File: config.mk
export PLATFORM = sky130hd
export DESIGN_NAME = linear_upsampler_2x_4x_flat
export DESIGN_NICKNAME = d
export VERILOG_FILES = /design/src/sv/lu24_pkg.sv /design/src/sv/lu24_if.sv /design/src/sv/lu24_front.sv /design/src/sv/lu24_queue.sv /design/src/sv/lu24_back.sv /design/src/sv/linear_upsampler_2x_4x.sv /design/src/flat_wrapper.sv
export VERILOG_INCLUDE_DIRS = /design/src /design/src/sv
export SDC_FILE = /design/constraint.sdc
export NUM_CORES = 1
export LEC_CHECK = 0
export ABC_AREA = 0
export BUFFER_PORTS_ARGS = -buffer_cell sky130_fd_sc_hd__buf_2
export CORE_ASPECT_RATIO = 1.25
export CORE_MARGIN = 4
export CORE_UTILIZATION = 55
export CTS_CLUSTER_DIAMETER = 30
export DETAILED_ROUTE_END_ITERATION = 10
export PLACE_DENSITY = 0.72
export SLEW_MARGIN = 5
export SYNTH_ARGS = -nofsm -noshare
export SYNTH_HDL_FRONTEND = slang
export SYNTH_SLANG_ARGS = --single-unit
File: constraint.sdc
create_clock -name clk_i -period 10.8 [get_ports clk_i]
set_input_delay 2.16 -clock clk_i [delete_from_list [all_inputs] [get_ports clk_i]]
set_output_delay 2.16 -clock clk_i [all_outputs]
set_load 0.05 [all_outputs]
File: src/sv/linear_upsampler_2x_4x_defines.svh
// Assertion macros for the linear upsampler.
// Each macro takes a label, an antecedent, a consequent and a message.
`ifndef LINEAR_UPSAMPLER_2X_4X_DEFINES_SVH
`define LINEAR_UPSAMPLER_2X_4X_DEFINES_SVH
`ifndef SYNTHESIS
// Consequent must hold in the same cycle as the antecedent
`define LU24_ASSERT_SAME(lbl, ante, cons, msg) \
  lbl: assert property (@(posedge clk_i) disable iff (!rst_ni) (ante) |-> (cons)) \
    else $error(msg);
// Consequent must hold in the cycle after the antecedent
`define LU24_ASSERT_NEXT(lbl, ante, cons, msg) \
  lbl: assert property (@(posedge clk_i) disable iff (!rst_ni) (ante) |=> (cons)) \
    else $error(msg);
`else
`define LU24_ASSERT_SAME(lbl, ante, cons, msg)
`define LU24_ASSERT_NEXT(lbl, ante, cons, msg)
`endif
`endif

File: src/sv/lu24_pkg.sv
`default_nettype none

package lu24_pkg;

  // Job queue between front and back
  localparam int unsigned QDepth = 2;
  localparam int unsigned QPtrW  = (QDepth > 1) ? $clog2(QDepth) : 1;
  localparam int unsigned QCntW  = $clog2(QDepth + 1);
  localparam logic [QCntW-1:0] QDepthCnt = QCntW'(QDepth);

  // Register indexes on the configuration channel
  typedef enum logic [1:0] {
    CfgRate     = 2'd0,
    CfgSrcWide  = 2'd1,
    CfgOutWide  = 2'd2
  } lu24_cfg_idx_e;

  // Rate factor codes; the unused code behaves as 4x
  typedef enum logic [1:0] {
    Rate1x = 2'd0,
    Rate2x = 2'd1,
    Rate4x = 2'd2
  } lu24_rate_e;

  // One classified sample, ready for the back end to play out
  typedef struct packed {
    logic [15:0] first;   // held sample, offset domain
    logic [15:0] q1;      // quarter point
    logic [15:0] mid;     // midpoint
    logic [15:0] q3;      // three-quarter point
    logic [15:0] cur;     // new sample, offset domain
    logic        has_run; // emit the interpolated run from the held sample
    logic        fin;     // emit the final repeats
    logic [1:0]  rate;
    logic        wide;    // 16-bit signed output
  } lu24_job_t;

  typedef struct packed {
    logic [QCntW-1:0] count;
    logic             full;
    logic             empty;
  } lu24_q_stat_t;

  typedef struct packed {
    logic held_valid;
  } lu24_fe_stat_t;

  // Raw bits to the offset domain under the current format
  function automatic logic [15:0] to_domain(logic [15:0] raw, logic src_wide,
                                            logic out_wide);
    logic [15:0] v;
    if (src_wide) begin
      v = raw ^ 16'h8000;
    end else if (out_wide) begin
      v = {raw[7:0], 8'h00};
    end else begin
      v = {8'h00, raw[7:0]};
    end
    return v;
  endfunction

  // Offset domain back to output bits
  function automatic logic [15:0] from_domain(logic [15:0] v, logic wide);
    return wide ? (v ^ 16'h8000) : {8'h00, v[7:0]};
  endfunction

  // Floor average of two offset-domain values
  function automatic logic [15:0] avg(logic [15:0] a, logic [15:0] b);
    logic [16:0] s;
    s = {1'b0, a} + {1'b0, b};
    return s[16:1];
  endfunction

endpackage

`default_nettype wire

File: src/sv/lu24_if.sv
`default_nettype none

// Sample input channel
interface lu24_in_if;
  logic        valid;
  logic        ready;
  logic [15:0] sample_bits;
  logic        is_final;

  modport source (output valid, output sample_bits, output is_final, input ready);
  modport sink   (input valid, input sample_bits, input is_final, output ready);
endinterface

// Result output channel
interface lu24_out_if;
  logic        valid;
  logic        ready;
  logic [15:0] out_bits;
  logic        run_end;

  modport source (output valid, output out_bits, output run_end, input ready);
  modport sink   (input valid, input out_bits, input run_end, output ready);
endinterface

// Configuration write channel
interface lu24_cfg_if;
  logic       valid;
  logic       ready;
  logic [1:0] index;
  logic [1:0] data;

  modport source (output valid, output index, output data, input ready);
  modport sink   (input valid, input index, input data, output ready);
endinterface

`default_nettype wire

File: src/sv/lu24_front.sv
`default_nettype none

module lu24_front (
  input  logic                   clk_i,
  input  logic                   rst_ni,
  lu24_in_if.sink                in_ch,
  lu24_cfg_if.sink               cfg_ch,
  output lu24_pkg::lu24_job_t    job_o,
  output logic                   push_valid_o,
  input  logic                   push_ready_i,
  output lu24_pkg::lu24_fe_stat_t stat_o
);

  logic [1:0]  rate_q;
  logic        src_wide_q;
  logic        out_wide_q;
  logic [15:0] held_q, held_d;
  logic        held_valid_q, held_valid_d;
  logic        accept;
  logic [15:0] first, cur, mid;

  // Configuration registers, always writable
  assign cfg_ch.ready = 1'b1;

  always_ff @(posedge clk_i or negedge rst_ni) begin
    if (!rst_ni) begin
      rate_q     <= 2'd0;
      src_wide_q <= 1'b0;
      out_wide_q <= 1'b0;
    end else if (cfg_ch.valid) begin
      unique case (lu24_pkg::lu24_cfg_idx_e'(cfg_ch.index))
        lu24_pkg::CfgRate:    rate_q     <= cfg_ch.data;
        lu24_pkg::CfgSrcWide: src_wide_q <= cfg_ch.data[0];
        lu24_pkg::CfgOutWide: out_wide_q <= cfg_ch.data[0];
        default: ;
      endcase
    end
  end

  // Take a beat whenever the queue has room
  assign in_ch.ready = push_ready_i;
  assign accept      = in_ch.valid && in_ch.ready;

  // Classify: interpolation points and repeat flags
  assign first = lu24_pkg::to_domain(held_q, src_wide_q, out_wide_q);
  assign cur   = lu24_pkg::to_domain(in_ch.sample_bits, src_wide_q, out_wide_q);
  assign mid   = lu24_pkg::avg(first, cur);

  always_comb begin
    job_o.first   = first;
    job_o.q1      = lu24_pkg::avg(first, mid);
    job_o.mid     = mid;
    job_o.q3      = lu24_pkg::avg(mid, cur);
    job_o.cur     = cur;
    job_o.has_run = held_valid_q;
    job_o.fin     = in_ch.is_final;
    job_o.rate    = rate_q;
    job_o.wide    = src_wide_q | out_wide_q;
  end

  // A first sample that is not final produces nothing
  assign push_valid_o = in_ch.valid && (held_valid_q || in_ch.is_final);

  // Hold the previous sample; drop it after the final one
  always_comb begin
    held_d       = held_q;
    held_valid_d = held_valid_q;
    if (accept) begin
      if (in_ch.is_final) begin
        held_d       = 16'h0000;
        held_valid_d = 1'b0;
      end else begin
        held_d       = in_ch.sample_bits;
        held_valid_d = 1'b1;
      end
    end
  end

  always_ff @(posedge clk_i or negedge rst_ni) begin
    if (!rst_ni) begin
      held_q       <= 16'h0000;
      held_valid_q <= 1'b0;
    end else begin
      held_q       <= held_d;
      held_valid_q <= held_valid_d;
    end
  end

  assign stat_o.held_valid = held_valid_q;

endmodule

`default_nettype wire

File: src/sv/lu24_queue.sv
`default_nettype none

module lu24_queue (
  input  logic                    clk_i,
  input  logic                    rst_ni,
  input  lu24_pkg::lu24_job_t     push_job_i,
  input  logic                    push_valid_i,
  output logic                    push_ready_o,
  output lu24_pkg::lu24_job_t     head_job_o,
  output logic                    head_valid_o,
  input  logic                    pop_i,
  output lu24_pkg::lu24_q_stat_t  stat_o
);

  lu24_pkg::lu24_job_t mem_q [lu24_pkg::QDepth];
  logic [lu24_pkg::QPtrW-1:0] wr_ptr_q, rd_ptr_q;
  logic [lu24_pkg::QCntW-1:0] count_q;
  logic full, empty, do_push, do_pop;

  assign full    = (count_q == lu24_pkg::QDepthCnt);
  assign empty   = (count_q == '0);
  assign do_push = push_valid_i && !full;
  assign do_pop  = pop_i && !empty;

  // Wrap a pointer at the queue depth
  function automatic logic [lu24_pkg::QPtrW-1:0] next_ptr(
      logic [lu24_pkg::QPtrW-1:0] p);
    logic [lu24_pkg::QPtrW-1:0] n;
    if (p == lu24_pkg::QPtrW'(lu24_pkg::QDepth - 1)) begin
      n = '0;
    end else begin
      n = p + 1'b1;
    end
    return n;
  endfunction

  // Store pushed jobs
  always_ff @(posedge clk_i) begin
    if (do_push) begin
      mem_q[wr_ptr_q] <= push_job_i;
    end
  end

  // Advance pointers and occupancy
  always_ff @(posedge clk_i or negedge rst_ni) begin
    if (!rst_ni) begin
      wr_ptr_q <= '0;
      rd_ptr_q <= '0;
      count_q  <= '0;
    end else begin
      if (do_push) begin
        wr_ptr_q <= next_ptr(wr_ptr_q);
      end
      if (do_pop) begin
        rd_ptr_q <= next_ptr(rd_ptr_q);
      end
      if (do_push && !do_pop) begin
        count_q <= count_q + 1'b1;
      end else if (do_pop && !do_push) begin
        count_q <= count_q - 1'b1;
      end
    end
  end

  assign push_ready_o = !full;
  assign head_job_o   = mem_q[rd_ptr_q];
  assign head_valid_o = !empty;

  assign stat_o.count = count_q;
  assign stat_o.full  = full;
  assign stat_o.empty = empty;

endmodule

`default_nettype wire

File: src/sv/lu24_back.sv
`default_nettype none

module lu24_back (
  input  logic                clk_i,
  input  logic                rst_ni,
  input  lu24_pkg::lu24_job_t head_job_i,
  input  logic                head_valid_i,
  output logic                pop_o,
  lu24_out_if.source          out_ch
);

  logic [2:0]  step_q, step_d;
  logic        out_valid_q, out_valid_d;
  logic [15:0] out_bits_q;
  logic        run_end_q;
  logic [3:0]  run_len, total;
  logic        last, in_run, adv;
  logic [15:0] sel;

  // Results per segment from the rate code
  always_comb begin
    unique case (lu24_pkg::lu24_rate_e'(head_job_i.rate))
      lu24_pkg::Rate1x: run_len = 4'd1;
      lu24_pkg::Rate2x: run_len = 4'd2;
      default:          run_len = 4'd4;
    endcase
  end

  assign total  = (head_job_i.has_run ? run_len : 4'd0) + (head_job_i.fin ? run_len : 4'd0);
  assign last   = (({1'b0, step_q} + 4'd1) == total);
  assign in_run = head_job_i.has_run && ({1'b0, step_q} < run_len);

  // Pick the point for this step
  always_comb begin
    sel = head_job_i.cur;
    if (in_run) begin
      unique case (lu24_pkg::lu24_rate_e'(head_job_i.rate))
        lu24_pkg::Rate1x: sel = head_job_i.first;
        lu24_pkg::Rate2x: sel = step_q[0] ? head_job_i.mid : head_job_i.first;
        default: begin
          case (step_q[1:0])
            2'd0:    sel = head_job_i.first;
            2'd1:    sel = head_job_i.q1;
            2'd2:    sel = head_job_i.mid;
            default: sel = head_job_i.q3;
          endcase
        end
      endcase
    end
  end

  // Advance when the output register is free or being drained
  assign adv   = head_valid_i && (!out_valid_q || out_ch.ready);
  assign pop_o = adv && last;

  always_comb begin
    step_d      = step_q;
    out_valid_d = out_valid_q;
    if (adv) begin
      step_d      = last ? 3'd0 : step_q + 3'd1;
      out_valid_d = 1'b1;
    end else if (out_ch.ready) begin
      out_valid_d = 1'b0;
    end
  end

  always_ff @(posedge clk_i or negedge rst_ni) begin
    if (!rst_ni) begin
      step_q      <= 3'd0;
      out_valid_q <= 1'b0;
    end else begin
      step_q      <= step_d;
      out_valid_q <= out_valid_d;
    end
  end

  // Output payload register
  always_ff @(posedge clk_i) begin
    if (adv) begin
      out_bits_q <= lu24_pkg::from_domain(sel, head_job_i.wide);
      run_end_q  <= head_job_i.fin && last;
    end
  end

  assign out_ch.valid    = out_valid_q;
  assign out_ch.out_bits = out_bits_q;
  assign out_ch.run_end  = run_end_q;

endmodule

`default_nettype wire

File: src/sv/linear_upsampler_2x_4x.sv
// Path: the first result of a sample is written into the job queue, then into
// the output register, from which it leaves when no earlier job is queued.
// Throughput: one result per cycle from the single output register while the
// receiver is ready; each sample yields results according to its rate factor.
// Reset (async, active low): 1x rate, 8-bit source and output, no sample
// held, job queue empty, output register empty.
`default_nettype none

`include "linear_upsampler_2x_4x_defines.svh"

module linear_upsampler_2x_4x (
  input  logic        clk_i,
  input  logic        rst_ni,
  lu24_in_if.sink     in_ch,
  lu24_cfg_if.sink    cfg_ch,
  lu24_out_if.source  out_ch
);

  lu24_pkg::lu24_job_t     push_job, head_job;
  logic                    push_valid, push_ready;
  logic                    head_valid, pop;
  lu24_pkg::lu24_q_stat_t  q_stat;
  lu24_pkg::lu24_fe_stat_t fe_stat;

  // Accept and classify samples
  lu24_front u_front (
    .clk_i        (clk_i),
    .rst_ni       (rst_ni),
    .in_ch        (in_ch),
    .cfg_ch       (cfg_ch),
    .job_o        (push_job),
    .push_valid_o (push_valid),
    .push_ready_i (push_ready),
    .stat_o       (fe_stat)
  );

  // Decouple front and back
  lu24_queue u_queue (
    .clk_i        (clk_i),
    .rst_ni       (rst_ni),
    .push_job_i   (push_job),
    .push_valid_i (push_valid),
    .push_ready_o (push_ready),
    .head_job_o   (head_job),
    .head_valid_o (head_valid),
    .pop_i        (pop),
    .stat_o       (q_stat)
  );

  // Play out results one beat per cycle while the receiver is ready
  lu24_back u_back (
    .clk_i        (clk_i),
    .rst_ni       (rst_ni),
    .head_job_i   (head_job),
    .head_valid_i (head_valid),
    .pop_o        (pop),
    .out_ch       (out_ch)
  );

  `LU24_ASSERT_SAME(a_q_bound, 1'b1, q_stat.count <= lu24_pkg::QDepthCnt, "queue overfilled")
  `LU24_ASSERT_SAME(a_first_quiet, in_ch.valid && in_ch.ready && !in_ch.is_final && !fe_stat.held_valid, !push_valid, "job pushed for a lone first sample")
  `LU24_ASSERT_NEXT(a_final_clears, in_ch.valid && in_ch.ready && in_ch.is_final, !fe_stat.held_valid, "sample still held after final beat")
  `LU24_ASSERT_SAME(a_pop_nonempty, pop, head_valid, "pop from empty queue")

endmodule

`default_nettype wire

File: src/flat_wrapper.sv
// flat-port wrapper written by rule: the top's interface ports become plain ports
module linear_upsampler_2x_4x_flat 
  (clk_i, rst_ni, in_ch_valid, in_ch_sample_bits, in_ch_is_final, in_ch_ready, cfg_ch_valid, cfg_ch_index, cfg_ch_data, cfg_ch_ready, out_ch_valid, out_ch_out_bits, out_ch_run_end, out_ch_ready);
  lu24_in_if in_ch_i ();
  lu24_cfg_if cfg_ch_i ();
  lu24_out_if out_ch_i ();
  input  logic clk_i;
  input  logic rst_ni;
  input wire logic [$bits(in_ch_i.valid)-1:0] in_ch_valid;
  input wire logic [$bits(in_ch_i.sample_bits)-1:0] in_ch_sample_bits;
  input wire logic [$bits(in_ch_i.is_final)-1:0] in_ch_is_final;
  output wire logic [$bits(in_ch_i.ready)-1:0] in_ch_ready;
  input wire logic [$bits(cfg_ch_i.valid)-1:0] cfg_ch_valid;
  input wire logic [$bits(cfg_ch_i.index)-1:0] cfg_ch_index;
  input wire logic [$bits(cfg_ch_i.data)-1:0] cfg_ch_data;
  output wire logic [$bits(cfg_ch_i.ready)-1:0] cfg_ch_ready;
  output wire logic [$bits(out_ch_i.valid)-1:0] out_ch_valid;
  output wire logic [$bits(out_ch_i.out_bits)-1:0] out_ch_out_bits;
  output wire logic [$bits(out_ch_i.run_end)-1:0] out_ch_run_end;
  input wire logic [$bits(out_ch_i.ready)-1:0] out_ch_ready;
  assign in_ch_i.valid = in_ch_valid;
  assign in_ch_i.sample_bits = in_ch_sample_bits;
  assign in_ch_i.is_final = in_ch_is_final;
  assign in_ch_ready = in_ch_i.ready;
  assign cfg_ch_i.valid = cfg_ch_valid;
  assign cfg_ch_i.index = cfg_ch_index;
  assign cfg_ch_i.data = cfg_ch_data;
  assign cfg_ch_ready = cfg_ch_i.ready;
  assign out_ch_valid = out_ch_i.valid;
  assign out_ch_out_bits = out_ch_i.out_bits;
  assign out_ch_run_end = out_ch_i.run_end;
  assign out_ch_i.ready = out_ch_ready;
  linear_upsampler_2x_4x u_core (.clk_i(clk_i), .rst_ni(rst_ni), .in_ch(in_ch_i), .cfg_ch(cfg_ch_i), .out_ch(out_ch_i));
endmodule
==> impl_metrics.env <==
export IMPL_synth_edf_count=187
export IMPL_routedWlPerCell_um=20.5
export IMPL_drt_total_wl_mm=25.8
export IMPL_yosysSeqAreaShare=0.546
export IMPL_hold_path_class="register to register"
export IMPL_min_period_over_period=0.605
export IMPL_dieWidth_um=138
export IMPL_cp_arrival_ns=6.78
export IMPL_endpoint_kind="register"
export IMPL_via_per_inst=6.05
export IMPL_die_h_um=170
export IMPL_path_cells="buf_2 > and2_1 > ha_1 > nand2_1 > or4b_4 > a21boi_0 > nor2_1 > ha_1 > nor2b_1 > o21ai_0 > a21boi_0 > o21ai_0 > a21boi_0 > o21ai_0 > a21oi_1 > o41ai_1 > o21ai_0 > a31o_2"
export IMPL_portBuffers=44
export IMPL_synth_top_family_by_area="compound AO/OA/AOI/OAI gates"
export IMPL_n_fill_cell=1572
export IMPL_clk_pin_slew_ns=0.05
export IMPL_whs_ns=0.476
export IMPL_h_tree_depth=2
export IMPL_firstDrtPassIters=8
export IMPL_num_rows=59
export IMPL_max_stage_delay_ns=0.54
export IMPL_clkSinkCount=216
export IMPL_critPathMaxFanout=10
export IMPL_ios=46
export IMPL_synth_area_um2=11600
export IMPL_post_cts_resized=0
export IMPL_finalNetCount=1040
export IMPL_crit_top_cell="o21ai_0"
export IMPL_yosys_area_share_adder=0.0636
export IMPL_power_density_nw_per_um2=347
export IMPL_tritoncts="built"
export IMPL_fin_worst_skew_ns=0.0102
export IMPL_irDropWorstVdd_mv=0.263
export IMPL_overflow=0
export IMPL_diodes=0
export IMPL_vias=7616
export IMPL_grt_max_degree=80
export IMPL_mostFrequentLayoutCells="edfxtp_1 (187), a21oi_1 (55), mux2_2 (54), ha_1 (54), nand2_1 (52)"
export IMPL_avgSynthCellArea_um2=12.7
export IMPL_synth_cells=916
export IMPL_dp_hpwl_mm=17.0
export IMPL_cts_root_buf="clkbuf_16"
export IMPL_critical_path_class="primary input to register"
export IMPL_synth_nets=998
export IMPL_synthMuxAreaShare=0.101
export IMPL_ant_nets=0
export IMPL_setup_viol=0
export IMPL_ys_warn_count=0
export IMPL_antenna_found_initial=0
export IMPL_grt_pass1_wl_mm=41.2
export IMPL_fmax_mhz=153
export IMPL_cts_hold_buffers_added=0
export IMPL_postCtsSetupRepairBufs=0
export IMPL_crit_buf_inv=1
export IMPL_slew_violations=0
export IMPL_synth_compound_area_share=0.130
export IMPL_async_flop_share=0.134
export IMPL_core_um2=20800
export IMPL_synth_cell_type_count=64
export IMPL_crit_path_top_delay_cell="or4b_4"
export IMPL_fin_tns_setup_ns=0
export IMPL_area_growth_syn_to_layout_pct=14.3
export IMPL_initial_core_util=0.557
export IMPL_rsz0062_at_grt="no"
export IMPL_grt_pass1_vias=7641
export IMPL_outcome="completed"
export IMPL_cts_buffers=35
export IMPL_route_detailed_drc=0
export IMPL_synth_simple_area_share=0.0976
export IMPL_drv_cap=0
export IMPL_period_needed_ns=6.53
export IMPL_ys_ff_latch=216
export IMPL_mostFrequentLayoutCell="edfxtp_1"
export IMPL_finalHoldViolations=0
export IMPL_crit_family="compound AO/OA/AOI/OAI gates"
export IMPL_synth_xor_area_share=0.0377
export IMPL_tightest_slew_ns=1.13
export IMPL_layout_drive_gt1_share=0.203
export IMPL_slew_headroom=0.249
export IMPL_drtIter0Drc=626
export IMPL_fp_dieArea_um2=23500
export IMPL_cp_start_kind="primary input"
export IMPL_ys_flop_type="edfxtp_1"
export IMPL_required_ns=11.05
export IMPL_worstSkewPairLatency_ns=0.50
export IMPL_place_gp_congestion=0.853
export IMPL_clock_path_buffers=3
export IMPL_p_leak_nw=4.99
export IMPL_grtUsageTotal=0.228
-- final timing paths --
check,from,endpoint,slack [ns],depth (start not counted)
min in group asynchronous,rst_ni,u_core.u_back.step_q[2]$_DFFE_PN0P_,1.69,1
setup reg to reg,u_core.u_front.src_wide_q$_DFFE_PN0P_,u_core.u_queue.mem_q[1][36]$_DFFE_PP_,4.92,18
hold / removal,u_core.u_front.rate_q[0]$_DFFE_PN0P_,u_core.u_queue.mem_q[0][1]$_DFFE_PP_,0.48,0
setup / recovery,in_ch_sample_bits[2],u_core.u_queue.mem_q[1][36]$_DFFE_PP_,4.27,18
max in group asynchronous,rst_ni,u_core.u_queue.rd_ptr_q$_DFFE_PN0P_,8.62,1
hold reg to reg,u_core.u_front.rate_q[0]$_DFFE_PN0P_,u_core.u_queue.mem_q[0][1]$_DFFE_PP_,0.48,0
-- layer usage --
| metal | share of wire | global-route usage | vias to the layer above |
|---|---|---|---|
| met1 | 0.42 | 0.312 | 3691 |
| li1 | - | - | 3603 |
| met4 | 0.027 | 0.0817 | 0 |
| met3 | 0.064 | 0.0381 | 54 |
| met2 | 0.49 | 0.368 | 268 |
| met5 | 0 | 0 | - |
-- Yosys cell counts (4+ instances only) --
library cell / instances / area [µm²]
xnor2_1: 39 / 342
edfxtp_1: 187 / 5620
a21o_1: 14 / 105
nand2b_1: 20 / 125
a222oi_1: 16 / 160
nand3b_1: 5 / 37.5
mux4_2: 16 / 360
a22o_1: 13 / 114
a21boi_0: 5 / 37.5
ha_1: 54 / 676
o21ai_0: 43 / 215
a21oi_1: 55 / 275
mux2_2: 54 / 608
and3_1: 5 / 31.3
buf_2: 6 / 30.0
nor2b_1: 41 / 257
nor3_1: 10 / 50.1
mux2i_1: 20 / 200
nor2_1: 42 / 158
nand2_1: 52 / 195
and2_1: 19 / 119
nand3_1: 7 / 35.0
inv_1: 18 / 67.6
buf_1: 6 / 22.5
a211oi_1: 40 / 300
clkbuf_1: 31 / 116
nand4_1: 4 / 25.0
dfrtp_1: 29 / 726
xor2_1: 11 / 96.3
-- report_power, final --
part	internal (mW)	switching (mW)
Combinational	0.772	1.23
Sequential	1.35	0.144
Clock	0.717	0.405
-- state kept, by name, indices dropped and copies added, names as in the netlist, 2 cells and up --
name / cells
u_core.u_queue.mem_q: 170
u_core.u_back.out_ch.out_bits: 16
u_core.u_front.held_q: 16
u_core.u_back.step_q: 3
u_core.u_front.rate_q: 2
u_core.u_queue.count_q: 2
-- layout make-up --
class                   instances  area (µm²)  share of cell area
clock inverters                23         262              0.0197
clock buffers                  40         947              0.0714
well taps                     274         343              0.0258
inverters                      18        67.6             0.00509
repair buffers                 52         280              0.0211
multi-input cells             635        5020               0.379
flip-flops and latches        216        6340               0.478
-- logic make-up (layout without fill, tap and decap cells) --
group           count (synthesis)  after routing
xor+xnor                       50             50
mux                            90             90
flops                         216            216
other cells                     1              1
simple gates                  217            217
buf+inv                        65            133
compound gates                219            219
fa+ha+maj                      58             58
-- stage by stage --
stage	cell area, µm²	setup WS, ns	util	instances	total power, mW
2_1_floorplan	11600	4.36	-	916	2.97
3_3_place_gp	12100	4.04	0.579	1195	3.42
3_5_place_dp	12100	3.97	0.579	1195	3.48
4_1_cts	13300	4.37	0.637	1258	4.62
5_1_grt	13300	3.93	0.637	1258	4.88
6_report	13300	4.27	0.637	1258	4.61
-- worst reg2reg max path, cell delays in order (launching register included) --
cell and delay, ns:
dfrtp_1 0.75, nand2b_4 0.40, and2_1 0.30, ha_1 0.36, nand2_1 0.09, or4b_4 0.54, a21boi_0 0.30, nor2_1 0.15
ha_1 0.34, nor2b_1 0.15, o21ai_0 0.23, a21boi_0 0.15, o21ai_0 0.23, a21boi_0 0.15, o21ai_0 0.23, a21oi_1 0.14
o41ai_1 0.53, o21ai_0 0.27, a31o_2 0.31
Power figures use the tool's default switching activity.
